## src/rtl/lpv_pkg.sv

```systemverilog
// Package for the LAN packet parser/validator: payload structs, phase codes,
// status codes, register indexes and the UTF-8 checker function. No dependencies.
package lpv_pkg;

  localparam logic [31:0] MAGIC_WORD   = 32'h4e4c485a;
  localparam logic [16:0] HEADER_BYTES = 17'd12;
  localparam logic [16:0] POS_MAX      = 17'h1FFFF;

  typedef enum logic [3:0] {
    PH_HDR, PH_WORDS, PH_TLEN0, PH_TLEN1, PH_TEXT, PH_CLEN0, PH_CLEN1,
    PH_SLEN0, PH_SLEN1, PH_CMD, PH_DONE, PH_ERR
  } phase_t;

  localparam logic [4:0] ST_OK = 5'd0, ST_LONG = 5'd1, ST_SHORT = 5'd2,
    ST_MAGIC = 5'd3, ST_VERSION = 5'd4, ST_TYPE = 5'd5, ST_LENGTH = 5'd6,
    ST_TEXT_LONG = 5'd7, ST_CMD_LONG = 5'd8, ST_PAST_END = 5'd9,
    ST_UTF8 = 5'd10, ST_TOO_MANY = 5'd11, ST_TRUNC = 5'd12,
    ST_TRAILING = 5'd13, ST_NO_CMDS = 5'd14, ST_CMDS_FORBID = 5'd15,
    ST_TEXT_FORBID = 5'd16;

  localparam logic [1:0] RK_TEXT = 2'd0, RK_CMD = 2'd1, RK_VERDICT = 2'd2;

  localparam logic [2:0] REG_VERSION = 3'd0, REG_TYPE_BASE = 3'd1,
    REG_DGRAM_LIMIT = 3'd2, REG_TEXT_LIMIT = 3'd3, REG_CMD_LIMIT = 3'd4,
    REG_COUNT_LIMIT = 3'd5;

  localparam logic [2:0] KIND_JOIN = 3'd1, KIND_ACCEPT = 3'd2, KIND_COMMAND = 3'd4;

  typedef struct packed {
    logic [7:0] data_byte;
    logic       end_of_datagram;
  } in_item_t;

  typedef struct packed {
    logic [1:0]  record_kind;
    logic [7:0]  string_byte;
    logic [7:0]  command_slot;
    logic [4:0]  status;
    logic [2:0]  packet_kind;
    logic [31:0] sequence_word;
    logic [31:0] tick_word;
    logic [31:0] peer_word;
    logic [31:0] data_ident;
    logic [31:0] map_ident;
    logic [7:0]  commands_seen;
    logic        last_record;
  } out_item_t;

  // Result of one UTF-8 step: error flag and next pending code.
  typedef struct packed {
    logic       bad;
    logic [4:0] pending;
  } utf8_res_t;

  // pending[1:0]: continuation bytes due, pending[4:2]: range rule for the next one.
  function automatic utf8_res_t utf8_step(input logic [4:0] pend, input logic [7:0] b);
    utf8_res_t  r;
    logic [1:0] due;
    logic [2:0] rule;
    logic [7:0] lo;
    logic [7:0] hi;
    due  = pend[1:0];
    rule = pend[4:2];
    lo   = 8'h80;
    hi   = 8'hBF;
    r.bad     = 1'b0;
    r.pending = pend;
    if (due != 2'd0) begin
      case (rule)
        3'd1: lo = 8'hA0;
        3'd2: hi = 8'h9F;
        3'd3: lo = 8'h90;
        3'd4: hi = 8'h8F;
        default: ;
      endcase
      if (b < lo || b > hi) r.bad = 1'b1;
      else r.pending = {3'd0, due - 2'd1};
    end else if (b < 8'h80) begin
      r.pending = 5'd0;
    end else if (b >= 8'hC2 && b <= 8'hDF) begin
      r.pending = 5'd1;
    end else if (b == 8'hE0) begin
      r.pending = {3'd1, 2'd2};
    end else if (b == 8'hED) begin
      r.pending = {3'd2, 2'd2};
    end else if (b >= 8'hE1 && b <= 8'hEF) begin
      r.pending = 5'd2;
    end else if (b == 8'hF0) begin
      r.pending = {3'd3, 2'd3};
    end else if (b == 8'hF4) begin
      r.pending = {3'd4, 2'd3};
    end else if (b >= 8'hF1 && b <= 8'hF3) begin
      r.pending = 5'd3;
    end else begin
      r.bad = 1'b1;
    end
    return r;
  endfunction

endpackage

```

## src/rtl/lpv_out_queue.sv

```systemverilog
// Four-entry result queue that decouples the parser from the result channel.
// Depends on lpv_pkg for the result struct.
module lpv_out_queue
  import lpv_pkg::*;
(
  input  logic      clk,
  input  logic      rst_n,
  input  logic      push0,
  input  out_item_t item0,
  input  logic      push1,
  input  out_item_t item1,
  output logic      room2,
  output logic      out_valid,
  input  logic      out_stall,
  output out_item_t out_item
);

  out_item_t  slot_r [4];
  logic [1:0] rd_r, wr_r;
  logic [2:0] cnt_r;
  logic       pop;
  logic [2:0] cnt_nxt;
  logic [1:0] n_push;

  assign pop       = out_valid && !out_stall;
  assign out_valid = cnt_r != 3'd0;
  assign out_item  = slot_r[rd_r];
  assign n_push    = {1'b0, push0} + {1'b0, push1};
  assign cnt_nxt   = cnt_r + {1'b0, n_push} - {2'b0, pop};
  // Room for a full two-result item, not counting a pop in this cycle.
  assign room2     = cnt_r <= 3'd2;

  always_ff @(posedge clk) begin
    if (!rst_n) begin
      rd_r  <= 2'd0;
      wr_r  <= 2'd0;
      cnt_r <= 3'd0;
    end else begin
      cnt_r <= cnt_nxt;
      wr_r  <= wr_r + n_push;
      if (pop) rd_r <= rd_r + 2'd1;
    end
  end

  always_ff @(posedge clk) begin
    if (push0) slot_r[wr_r] <= item0;
    if (push1) slot_r[wr_r + {1'b0, push0}] <= item1;
  end

  a_cnt_bound: assert property (@(posedge clk) disable iff (!rst_n) cnt_r <= 3'd4)
    else $error("queue overflow");
  a_push_room: assert property (@(posedge clk) disable iff (!rst_n)
    (push0 && push1) |-> cnt_r <= 3'd3)
    else $error("double push without room");
  a_push1_needs0: assert property (@(posedge clk) disable iff (!rst_n) push1 |-> push0)
    else $error("second push without first");
endmodule

```

## src/rtl/lan_packet_parse_validate.sv

```systemverilog
// Top level of the LAN datagram parser/validator: APB registers, byte parser
// and result queue. Depends on lpv_pkg and lpv_out_queue.
//
// One datagram byte is taken per transfer and the block accepts a byte in
// every clock cycle while its four-entry result queue has room for two more
// results. Each byte is parsed by a single pass of logic from the parse state
// registers into the queue: text and command bytes leave as one result each,
// and the byte marked end_of_datagram adds a verdict with the decoded words
// and the first error, after which the parser returns to its header state.
// Results are registered in the result queue before they reach the output.
// Registers are to be written over the APB port only while no datagram is in progress; the block does not enforce this.
module lan_packet_parse_validate
  import lpv_pkg::*;
(
  input  logic        clk,
  input  logic        rst_n,
  input  logic        in_valid,
  output logic        in_stall,
  input  in_item_t    in_data,
  output logic        out_valid,
  input  logic        out_stall,
  output out_item_t   out_data,
  input  logic        cfg_psel,
  input  logic        cfg_penable,
  input  logic        cfg_pwrite,
  input  logic [4:0]  cfg_paddr,
  input  logic [31:0] cfg_pwdata,
  output logic [31:0] cfg_prdata,
  output logic        cfg_pready
);

  // Configuration registers.
  logic [15:0] version_r, type_base_r, dgram_limit_r, text_limit_r, cmd_limit_r;
  logic [7:0]  count_limit_r;
  logic [2:0]  reg_idx;
  logic        cfg_wr;

  assign cfg_pready = 1'b1;
  assign reg_idx    = cfg_paddr[4:2];
  assign cfg_wr     = cfg_psel && cfg_penable && cfg_pwrite;

  always_ff @(posedge clk) begin
    if (!rst_n) begin
      version_r     <= 16'd1;
      type_base_r   <= 16'd0;
      dgram_limit_r <= 16'd1400;
      text_limit_r  <= 16'd256;
      cmd_limit_r   <= 16'd256;
      count_limit_r <= 8'd64;
    end else if (cfg_wr) begin
      unique case (reg_idx)
        REG_VERSION:     version_r     <= cfg_pwdata[15:0];
        REG_TYPE_BASE:   type_base_r   <= cfg_pwdata[15:0];
        REG_DGRAM_LIMIT: dgram_limit_r <= cfg_pwdata[15:0];
        REG_TEXT_LIMIT:  text_limit_r  <= cfg_pwdata[15:0];
        REG_CMD_LIMIT:   cmd_limit_r   <= cfg_pwdata[15:0];
        REG_COUNT_LIMIT: count_limit_r <= cfg_pwdata[7:0];
        default: ;
      endcase
    end
  end

  always_comb begin
    cfg_prdata = 32'd0;
    unique case (reg_idx)
      REG_VERSION:     cfg_prdata = {16'd0, version_r};
      REG_TYPE_BASE:   cfg_prdata = {16'd0, type_base_r};
      REG_DGRAM_LIMIT: cfg_prdata = {16'd0, dgram_limit_r};
      REG_TEXT_LIMIT:  cfg_prdata = {16'd0, text_limit_r};
      REG_CMD_LIMIT:   cfg_prdata = {16'd0, cmd_limit_r};
      REG_COUNT_LIMIT: cfg_prdata = {24'd0, count_limit_r};
      default:         cfg_prdata = 32'd0;
    endcase
  end

  // Parse state.
  logic [16:0] pos_r, pos_nxt;
  phase_t      phase_r, phase_nxt;
  logic [31:0] shift_r, shift_nxt;
  logic [31:0] body_len_r, body_len_nxt;
  logic [15:0] left_r, left_nxt;
  logic [15:0] cmd_total_r, cmd_total_nxt;
  logic [7:0]  cmd_cur_r, cmd_cur_nxt;
  logic [4:0]  utf_r, utf_nxt;
  logic        text_r, text_nxt;
  logic [4:0]  err_r, err_nxt;
  logic [31:0] words_r [5];
  logic [31:0] words_nxt [5];
  logic [2:0]  kind_r, kind_nxt;

  logic        room2, accept;
  logic        push0, push1;
  out_item_t   item0, item1, byte_item, verdict_item;
  logic [7:0]  b;
  logic        last;

  assign in_stall = !room2;
  assign accept   = in_valid && !in_stall;
  assign b        = in_data.data_byte;
  assign last     = in_data.end_of_datagram;

  // Per-byte decode helpers.
  logic [31:0] shift_merge;
  logic [15:0] count16, type_code, type_off;
  logic [17:0] used, rem_after;
  logic [16:0] body_off;
  logic [2:0]  word_idx;
  logic [1:0]  byte_idx;
  utf8_res_t   ur;
  logic        is_cmd, str_byte_out;
  logic [15:0] left_dec;
  logic [7:0]  cmd_inc;
  logic [4:0]  verdict_st;
  logic [16:0] size_after_hdr;

  assign byte_idx  = (phase_r == PH_HDR) ? pos_r[1:0] : body_off[1:0];
  assign body_off  = pos_r - HEADER_BYTES;
  assign word_idx  = body_off[4:2];
  assign shift_merge = ((byte_idx == 2'd0) ? 32'd0 : shift_r)
                       | ({24'd0, b} << {byte_idx, 3'b000});
  assign count16   = {b, shift_r[7:0]};
  assign type_code = shift_merge[31:16];
  assign type_off  = type_code - type_base_r;
  // Body bytes used through this one; compared as an 18-bit remainder.
  assign used      = {1'b0, pos_r} + 18'd1 - {1'b0, HEADER_BYTES};
  assign rem_after = (body_len_r >= {14'd0, used}) ? 18'(body_len_r - {14'd0, used})
                                                   : 18'd0;
  assign ur        = utf8_step(utf_r, b);
  assign is_cmd    = phase_r == PH_CMD;
  assign left_dec  = left_r - 16'd1;
  assign cmd_inc   = cmd_cur_r + 8'd1;

  // Count fits within remaining body (body_len may exceed 18 bits: rem_big then passes the check).
  logic rem_big;
  assign rem_big = body_len_r[31:18] != 14'd0 && body_len_r >= {14'd0, used};

  always_comb begin
    pos_nxt       = (pos_r < POS_MAX) ? pos_r + 17'd1 : POS_MAX;
    phase_nxt     = phase_r;
    shift_nxt     = shift_r;
    body_len_nxt  = body_len_r;
    left_nxt      = left_r;
    cmd_total_nxt = cmd_total_r;
    cmd_cur_nxt   = cmd_cur_r;
    utf_nxt       = utf_r;
    text_nxt      = text_r;
    err_nxt       = err_r;
    kind_nxt      = kind_r;
    for (int i = 0; i < 5; i++) words_nxt[i] = words_r[i];
    str_byte_out  = 1'b0;
    unique case (phase_r)
      PH_HDR: begin
        shift_nxt = shift_merge;
        if (pos_r == 17'd3) begin
          if (shift_merge != MAGIC_WORD) begin err_nxt = ST_MAGIC; phase_nxt = PH_ERR; end
        end else if (pos_r == 17'd5) begin
          if (shift_merge[15:0] != version_r) begin
            err_nxt = ST_VERSION; phase_nxt = PH_ERR;
          end
        end else if (pos_r == 17'd7) begin
          if (type_code < type_base_r || type_off > 16'd5) begin
            err_nxt = ST_TYPE; phase_nxt = PH_ERR;
          end else begin
            kind_nxt = type_off[2:0];
          end
        end else if (pos_r >= 17'd11) begin
          body_len_nxt = shift_merge;
          phase_nxt    = PH_WORDS;
        end
      end
      PH_WORDS: begin
        shift_nxt = shift_merge;
        if (byte_idx == 2'd3 && word_idx < 3'd5) begin
          words_nxt[word_idx] = shift_merge;
          if (word_idx == 3'd4) phase_nxt = PH_TLEN0;
        end
      end
      PH_TLEN0, PH_CLEN0, PH_SLEN0: begin
        shift_nxt = {24'd0, b};
        phase_nxt = phase_t'(phase_r + 4'd1);
      end
      PH_TLEN1: begin
        if (count16 > text_limit_r) begin
          err_nxt = ST_TEXT_LONG; phase_nxt = PH_ERR;
        end else if (!rem_big && {2'd0, count16} > rem_after) begin
          err_nxt = ST_PAST_END; phase_nxt = PH_ERR;
        end else begin
          left_nxt  = count16;
          text_nxt  = count16 != 16'd0;
          utf_nxt   = 5'd0;
          phase_nxt = (count16 != 16'd0) ? PH_TEXT : PH_CLEN0;
        end
      end
      PH_CLEN1: begin
        cmd_total_nxt = count16;
        if (count16 > {8'd0, count_limit_r}) begin
          err_nxt = ST_TOO_MANY; phase_nxt = PH_ERR;
        end else begin
          cmd_cur_nxt = 8'd0;
          phase_nxt   = (count16 != 16'd0) ? PH_SLEN0 : PH_DONE;
        end
      end
      PH_SLEN1: begin
        if (count16 > cmd_limit_r) begin
          err_nxt = ST_CMD_LONG; phase_nxt = PH_ERR;
        end else if (!rem_big && {2'd0, count16} > rem_after) begin
          err_nxt = ST_PAST_END; phase_nxt = PH_ERR;
        end else begin
          left_nxt = count16;
          utf_nxt  = 5'd0;
          if (count16 != 16'd0) begin
            phase_nxt = PH_CMD;
          end else begin
            cmd_cur_nxt = cmd_inc;
            phase_nxt   = ({8'd0, cmd_inc} >= cmd_total_r) ? PH_DONE : PH_SLEN0;
          end
        end
      end
      PH_TEXT, PH_CMD: begin
        str_byte_out = 1'b1;
        if (ur.bad) begin
          err_nxt = ST_UTF8; phase_nxt = PH_ERR;
        end else begin
          utf_nxt  = ur.pending;
          left_nxt = left_dec;
          if (left_dec == 16'd0) begin
            if (ur.pending[1:0] != 2'd0) begin
              err_nxt = ST_UTF8; phase_nxt = PH_ERR;
            end else begin
              utf_nxt = 5'd0;
              if (is_cmd) begin
                cmd_cur_nxt = cmd_inc;
                phase_nxt   = ({8'd0, cmd_inc} >= cmd_total_r) ? PH_DONE : PH_SLEN0;
              end else begin
                phase_nxt = PH_CLEN0;
              end
            end
          end
        end
      end
      PH_DONE: begin
        err_nxt = ST_TRAILING; phase_nxt = PH_ERR;
      end
      PH_ERR: ;
      default: ;
    endcase
  end

  // Verdict, computed from the state after this byte.
  assign size_after_hdr = pos_nxt - HEADER_BYTES;
  always_comb begin
    if (pos_nxt > {1'b0, dgram_limit_r})                 verdict_st = ST_LONG;
    else if (pos_nxt < HEADER_BYTES)                     verdict_st = ST_SHORT;
    else if (err_nxt >= ST_MAGIC && err_nxt <= ST_TYPE)  verdict_st = err_nxt;
    else if (body_len_nxt != {15'd0, size_after_hdr})    verdict_st = ST_LENGTH;
    else if (err_nxt != ST_OK)                           verdict_st = err_nxt;
    else if (phase_nxt != PH_DONE)                       verdict_st = ST_TRUNC;
    else if (kind_nxt == KIND_COMMAND && cmd_total_nxt == 16'd0) verdict_st = ST_NO_CMDS;
    else if (kind_nxt != KIND_COMMAND && cmd_total_nxt != 16'd0)
      verdict_st = ST_CMDS_FORBID;
    else if ((kind_nxt == KIND_JOIN || kind_nxt == KIND_ACCEPT || kind_nxt == KIND_COMMAND)
             && text_nxt)                                verdict_st = ST_TEXT_FORBID;
    else                                                 verdict_st = ST_OK;
  end

  always_comb begin
    byte_item              = '0;
    byte_item.record_kind  = is_cmd ? RK_CMD : RK_TEXT;
    byte_item.string_byte  = b;
    byte_item.command_slot = is_cmd ? cmd_cur_r : 8'd0;
    verdict_item               = '0;
    verdict_item.record_kind   = RK_VERDICT;
    verdict_item.status        = verdict_st;
    verdict_item.packet_kind   = kind_nxt;
    verdict_item.sequence_word = words_nxt[0];
    verdict_item.tick_word     = words_nxt[1];
    verdict_item.peer_word     = words_nxt[2];
    verdict_item.data_ident    = words_nxt[3];
    verdict_item.map_ident     = words_nxt[4];
    verdict_item.commands_seen = cmd_total_nxt[7:0];
    verdict_item.last_record   = 1'b1;
    if (str_byte_out) begin
      item0 = byte_item;
      item1 = verdict_item;
      push0 = accept;
      push1 = accept && last;
    end else begin
      item0 = verdict_item;
      item1 = verdict_item;
      push0 = accept && last;
      push1 = 1'b0;
    end
  end

  always_ff @(posedge clk) begin
    if (!rst_n || (accept && last)) begin
      pos_r       <= '0;
      phase_r     <= PH_HDR;
      shift_r     <= '0;
      body_len_r  <= '0;
      left_r      <= '0;
      cmd_total_r <= '0;
      cmd_cur_r   <= '0;
      utf_r       <= '0;
      text_r      <= 1'b0;
      err_r       <= ST_OK;
      kind_r      <= '0;
      for (int i = 0; i < 5; i++) words_r[i] <= '0;
    end else if (accept) begin
      pos_r       <= pos_nxt;
      phase_r     <= phase_nxt;
      shift_r     <= shift_nxt;
      body_len_r  <= body_len_nxt;
      left_r      <= left_nxt;
      cmd_total_r <= cmd_total_nxt;
      cmd_cur_r   <= cmd_cur_nxt;
      utf_r       <= utf_nxt;
      text_r      <= text_nxt;
      err_r       <= err_nxt;
      kind_r      <= kind_nxt;
      for (int i = 0; i < 5; i++) words_r[i] <= words_nxt[i];
    end
  end

  lpv_out_queue u_queue (
    .clk       (clk),
    .rst_n     (rst_n),
    .push0     (push0),
    .item0     (item0),
    .push1     (push1),
    .item1     (item1),
    .room2     (room2),
    .out_valid (out_valid),
    .out_stall (out_stall),
    .out_item  (out_data)
  );

  a_err_phase: assert property (@(posedge clk) disable iff (!rst_n)
    (err_r != ST_OK) |-> phase_r == PH_ERR)
    else $error("error recorded without error phase");
  a_last_resets: assert property (@(posedge clk) disable iff (!rst_n)
    (accept && last) |=> (pos_r == 17'd0 && phase_r == PH_HDR))
    else $error("parser not cleared after datagram end");
  a_cmd_bound: assert property (@(posedge clk) disable iff (!rst_n)
    (phase_r == PH_CMD) |-> ({8'd0, cmd_cur_r} < cmd_total_r))
    else $error("command index beyond count");
  a_left_nonzero: assert property (@(posedge clk) disable iff (!rst_n)
    (phase_r == PH_TEXT || phase_r == PH_CMD) |-> left_r != 16'd0)
    else $error("string phase with no bytes left");
endmodule
```

## config.mk

```make
export PLATFORM = sky130hd
export DESIGN_NAME = lan_packet_parse_validate
export DESIGN_NICKNAME = d
export VERILOG_FILES = /design/src/rtl/lpv_pkg.sv /design/src/rtl/lpv_out_queue.sv /design/src/rtl/lan_packet_parse_validate.sv
export SDC_FILE = /design/constraint.sdc
export NUM_CORES = 2
export LEC_CHECK = 0
export BUFFER_PORTS_ARGS = -buffer_cell sky130_fd_sc_hd__buf_2
export CAP_MARGIN = 20
export CORE_ASPECT_RATIO = 1.2
export CORE_MARGIN = 2
export CORE_UTILIZATION = 32
export DETAILED_ROUTE_END_ITERATION = 6
export PLACE_DENSITY = 0.44
export SLEW_MARGIN = 10
export SYNTH_ARGS = -nofsm -noshare
export SYNTH_HDL_FRONTEND = slang
export SYNTH_HIERARCHICAL = 1
export SYNTH_SLANG_ARGS = --single-unit
```

## constraint.sdc

```tcl
create_clock -name clk -period 23.4 [get_ports clk]
set_input_delay 1.17 -clock clk [delete_from_list [all_inputs] [get_ports clk]]
set_output_delay 1.17 -clock clk [all_outputs]
set_load 0.01 [all_outputs]
```

# Yosys cells after proc, flatten, opt, wreduce, memory -nomap -nowiden
# Memories as Yosys holds them, arrays and structs flattened. A register that Yosys moved wholly into a read port is not among the register bits.
# Cells that the tools add are included.
totals:
  regBits: 234
  ramBits: 940
  out_inout_bits: 230
  wordCells: 308
  n_memories: 2
memory_table:
  columns: ["name", "words", "width", "read_ports", "rd_ports_with_merged_regs", "write_ports", "line_no", "rtl"]
  rows:
  - ["u_queue.slot_r", 4, 195, 1, 1, 2, "lpv_out_queue.sv:18", "out_item_t slot_r [4];"]
  - ["words_r", 5, 32, 5, 0, 5, "lan_packet_parse_validate.sv:87", "logic [31:0] words_r [5];"]
op_classes:
  addsub: 17
  magnitude_cmp: 27
  n_eq_ne: 45
  shift: 1
  n_mux: 137
  bitwise_logic: 7
  reduce_logical: 52
ops:
  columns: ["cell", "count"]
  rows:
  - ["32-bit 2-to-1 mux", 12]
  - ["160-bit 2-to-1 mux", 2]
  - ["195-bit 2-to-1 mux", 1]
  - ["5-bit 2-to-1 mux", 37]
  - ["160-bit bitwise mux", 1]
  - ["32-bit demux with 3-bit select", 1]
  - ["16-bit one-hot mux with 6 select lines", 1]
  - ["8-bit 2-to-1 mux", 11]
  - ["4-bit 2-to-1 mux", 21]
  - ["16-bit 2-to-1 mux", 5]
  - ["32-bit one-hot mux with 2 select lines", 1]
  - ["16-bit one-hot mux with 3 select lines", 1]
  - ["17-bit by 3-bit equality test with 1-bit output, second input constant", 2]
  - ["8-bit equality test, second input constant", 4]
  - ["32-bit by 18-bit greater-or-equal comparator with 1-bit output", 1]
  - ["16-bit greater-than comparator", 2]
  - ["16-bit logical NOT", 2]
  - ["32-bit by 17-bit inequality test with 1-bit output", 1]
  - ["32-bit by 31-bit inequality test with 1-bit output, second input constant", 1]
  - ["32-bit OR", 1]
  - ["4-bit one-hot mux with 8 select lines", 1]
  - ["16-bit nonzero test", 2]
  - ["8-bit by 5-bit left shift with 32-bit output", 1]
  - ["5-bit one-hot mux with 6 select lines", 1]
  - ["other kinds (76)", 173]

# Longest topological paths before layout
logic_depth:
  ltp_word: 27
  mapped_depth: 33

# Modules after synthesis
# The synthesis kept the hierarchy.
modules_own_cells:
  columns: ["mod", "n_inst", "cells_each", "area_per_inst_um2", "seq_area_each_um2"]
  rows:
  - ["lpv_out_queue", 1, 1942, 38499.4, 23602.6]
  - ["lan_packet_parse_validate", 1, 3549, 26666.8, 9349.0]

# Least setup slack after synthesis
# OpenSTA, ideal clock, no wires.
synth_path:
  path_kind: "flip-flop to flip-flop"
  startpoint: "register phase_r[0]"
  endpoint: "memory u_queue/slot_r[2][0] (netlist bit), enable pin"
  arrival_time_ns: 15.458
  required_time_ns: 22.381
  slack_ns: 6.922
  stages_incl_launch_ff: 12
  n_path_buf: 3
  path_cell_list: "dfxtp_1 -> inv_1 -> ha_1 -> clkbuf_1 -> nand2_1 -> nand2_1 -> clkbuf_1 -> clkbuf_1 -> nor2_1 -> nor2_1 -> nand2_1 -> o21ai_0"
synth_rtl:
  columns: ["element", "line_no", "rtl"]
  rows:
  - ["from (decl)", "lan_packet_parse_validate.sv:78", "phase_t phase_r, phase_nxt;"]
  - ["from (signal assigned)", "lan_packet_parse_validate.sv:311", "phase_r <= phase_nxt;"]
  - ["to (decl)", "lpv_out_queue.sv:18", null]

==> impl_metrics.ini <==
[run_status]
outcome = complete, no violations

[floorplanning]
core_area_sq_um = 202000
start_util_pct = 32.2
io_pins = 283
std_cell_rows = 181
die_area_sq_um = 207000
die_w_microns = 416
die-height_microns = 498

[yosys]
synth_area_leaders = edfxtp_1, mux2_2, dfxtp_1
synth_area_sq_um = 65200
synthFlopType = edfxtp_1
synth_top_cell_by_area = edfxtp_1
synth_top_family_by_area = multiplexers
synth_compound_area_share_pct = 8.35
synth.distinct_cells = 107
synth_top_area_share_pct = 43.3
synth_warnings = 6
synthAdderAreaFrac_pct = 2.84
synth_xor_area_share_pct = 1.21
yosys.area_share.simple_pct = 10.3
syn_inst = 5491
yosysSeqAreaShare_pct = 50.6
synth_seq_cells = 1176
muxShareOfSynthArea_pct = 21.9
synth-edff-count = 940
synth_area_per_cell_sq_um = 11.9
async_flop_share_pct = 0

[route]
drc_errors = 0
vias = 44073
initialDrtViolationCount = 3406
drtPass1Iterations = 5
finalWirelength_microns = 216000
wl_per_cell_microns = 25.4
drt-vias-per-instance = 5.18
ant_nets = 0

[placement]
io_buffers = 247
place_ws_ps = 15350
place.gp.congestion = 0.865
place_hpwl_microns = 134000

[setup_path]
worstSetupPathType = flop to flop
crit_required_ps = 24070
startpoint_type = flop
cp-end-kind = flop
cpPeakStageDelay_ps = 720
arrival_ps = 8850
cp_top_family = simple AND/OR/NAND/NOR gates
critPathMostFrequentCell = a21oi_1
worstPathMaxFanout = 16
cp_num_buf_inv = 1
critPathSlowestCell = and2_1

[sta]
fmax_mhz = 122
finalHoldViolations = 0
finalCritPeriodShare_pct = 35.0
layout_min_cycle_time_ps = 8180
finClkSkew_ps = 28.1
maxSlewViolCount = 0
slew-limit-headroom_pct = 21.1
fin_ws_ps = 15220
fin_setup_tns_ps = 0
worst_pin_slew_ps = 1180
rsz0062_at_grt = false
setup_viol = 0

[power]
leakage_nw = 27.8
ir_worst_vdd_uv = 70.4
power_density_nw_per_um2 = 78.2
total_power_mw = 5.77

[clock_network]
cts-root-buf = clkbuf_16
cts.htree.levels = 4
tritoncts = done
cts_setup_buffers = 0
clockBufferDepth = 3
cts_resized = 0
clk_latency_ps = 810
cts_buffers = 140
hold_buffers = 0
numClockSinks = 1176
clk_pin_slew_worst_paths_ps = 60

[layout]
nets = 5931
area.growth.synth_to_final_pct = 13.3
fill_cells = 19954
drive_gt1_share_pct = 27.8

[run]
drv_cap = 0

[global_route]
grt_pass1_vias = 44554
antenna_found_initial = 18
grt_max_degree = 117
track_usage_pct = 20.5
grt_overflow = 0
grt_pass1_wl_microns = 314000

[worst_hold_path]
hold_path_class = flop to flop
sequential cells by signal (all words and copies together) (netlist names), named ones only:
name / cells
u_queue/slot_r: 780
words_r: 160
body_len_r: 32
shift_r: 32
pos_r: 17
cmd_limit_r: 16
cmd_total_r: 16
dgram_limit_r: 16
left_r: 16
text_limit_r: 16
type_base_r: 16
version_r: 16
cmd_cur_r: 8
count_limit_r: 8
err_r: 5
utf_r: 5
phase_r: 4
kind_r: 3
u_queue/cnt_r: 3
u_queue/rd_r: 2
u_queue/wr_r: 2
text_r: 1
cells by family (layout without fill, tap and decap cells):
logic type               count (synthesis)  count (layout)
AND/OR/NAND/NOR                       1490            1490
other                                    2              98
adder cells (fa/ha/maj)                146             146
flip-flops                            1176            1176
buffers and inverters                  699             968
XOR/XNOR                                89              89
multiplexers                          1022            1022
AO/OA/AOI/OAI                          867             867
area by class of cell:
type	instances	area (sq um)	area share [%]
sequential	1176	33000	44.6
multi-input combinational	3707	29600	40.1
clock buffer	186	3780	5.11
tap	2653	3320	4.49
timing repair buffer	365	2180	2.96
inverter	342	1290	1.75
clock inverter	75	679	0.920
antenna	5	12.5	0.0169
cells in the mapped netlist (all sizes together), types with 20 or more instances:
master,number
mux2,781
and2,34
nor4,30
edfxtp,940
a21o,20
nor3,77
a21oi,244
mux4,203
nand2b,30
nand2,451
clkbuf,193
o22ai,25
buf,164
and3,29
mux2i,38
inv,342
a31oi,22
xnor2,63
dfxtp,236
nand4,39
nor2,594
o21ai,265
o211ai,27
ha,143
a21boi,81
xor2,26
a211oi,28
nand3,60
nor2b,52
cells in the final DEF (no fill, tap or decap), types with 21 or more instances in the layout:
master	Yosys	routed
edfxtp_1	940	940
mux2_2	624	624
nor2_1	592	590
nand2_1	450	446
inv_1	341	340
o21ai_0	258	256
buf_2	76	247
dfxtp_1	236	234
a21oi_1	232	218
mux4_2	203	203
ha_1	143	143
clkbuf_16	0	141
mux2_4	139	139
buf_4	36	113
conb_1	2	93
a21boi_0	80	80
nor3_1	76	72
xnor2_1	62	62
nand3_1	59	59
nor2b_1	52	52
mux2i_1	38	38
nand4_1	38	38
clkbuf_1	193	37
and2_1	32	32
nand2b_1	30	29
and3_1	29	28
o211ai_1	27	27
a211oi_1	27	27
xor2_1	26	26
nor4_1	26	26
clkinv_1	0	26
clkinv_2	0	25
o22ai_1	25	24
a21oi_2	10	22
a31oi_1	21	21
layer usage:
| metal | GRT usage, % | up-vias | share of wire [%] |
|---|---|---|---|
| met2 | 34.3 | 993 | 48 |
| met5 | 0 | - | 0.010 |
| met4 | 5.61 | 4 | 2.5 |
| met1 | 27.6 | 22263 | 46 |
| li1 | - | 20571 | - |
| met3 | 2.93 | 242 | 4.2 |
through the flow:
step / cell area, sq um / std cells / hold slack (ps) / util, %
2_1_floorplan: 65500 / 5582 / 423 / -
3_5_place_dp: 69400 / 8243 / 442 / 34.3
5_1_grt: 73800 / 8506 / 465 / 36.5
6_report: 73900 / 8509 / 455 / 36.5
3_3_place_gp: 69400 / 8242 / 435 / 34.3
4_1_cts: 73800 / 8504 / 457 / 36.5
report_power, final:
part / internal (mW) / switching (mW)
sequential: 2.42 / 0.0522
combinational: 0.472 / 0.684
clock: 1.21 / 0.940
path summary, 6_finish.rpt:
check	cells past startpoint	slack, ps	endpoint	start
max	30	15220	u_queue/slot_r[2][176]$_DFFE_PP_	pos_r[0]$_SDFFE_PP0P_
min	1	450	err_r[4]$_SDFFE_PP0P_	err_r[4]$_SDFFE_PP0P_
max reg2reg	30	15220	u_queue/slot_r[2][176]$_DFFE_PP_	pos_r[0]$_SDFFE_PP0P_
min reg2reg	1	450	err_r[4]$_SDFFE_PP0P_	err_r[4]$_SDFFE_PP0P_
(Power assumes the default switching activity.)
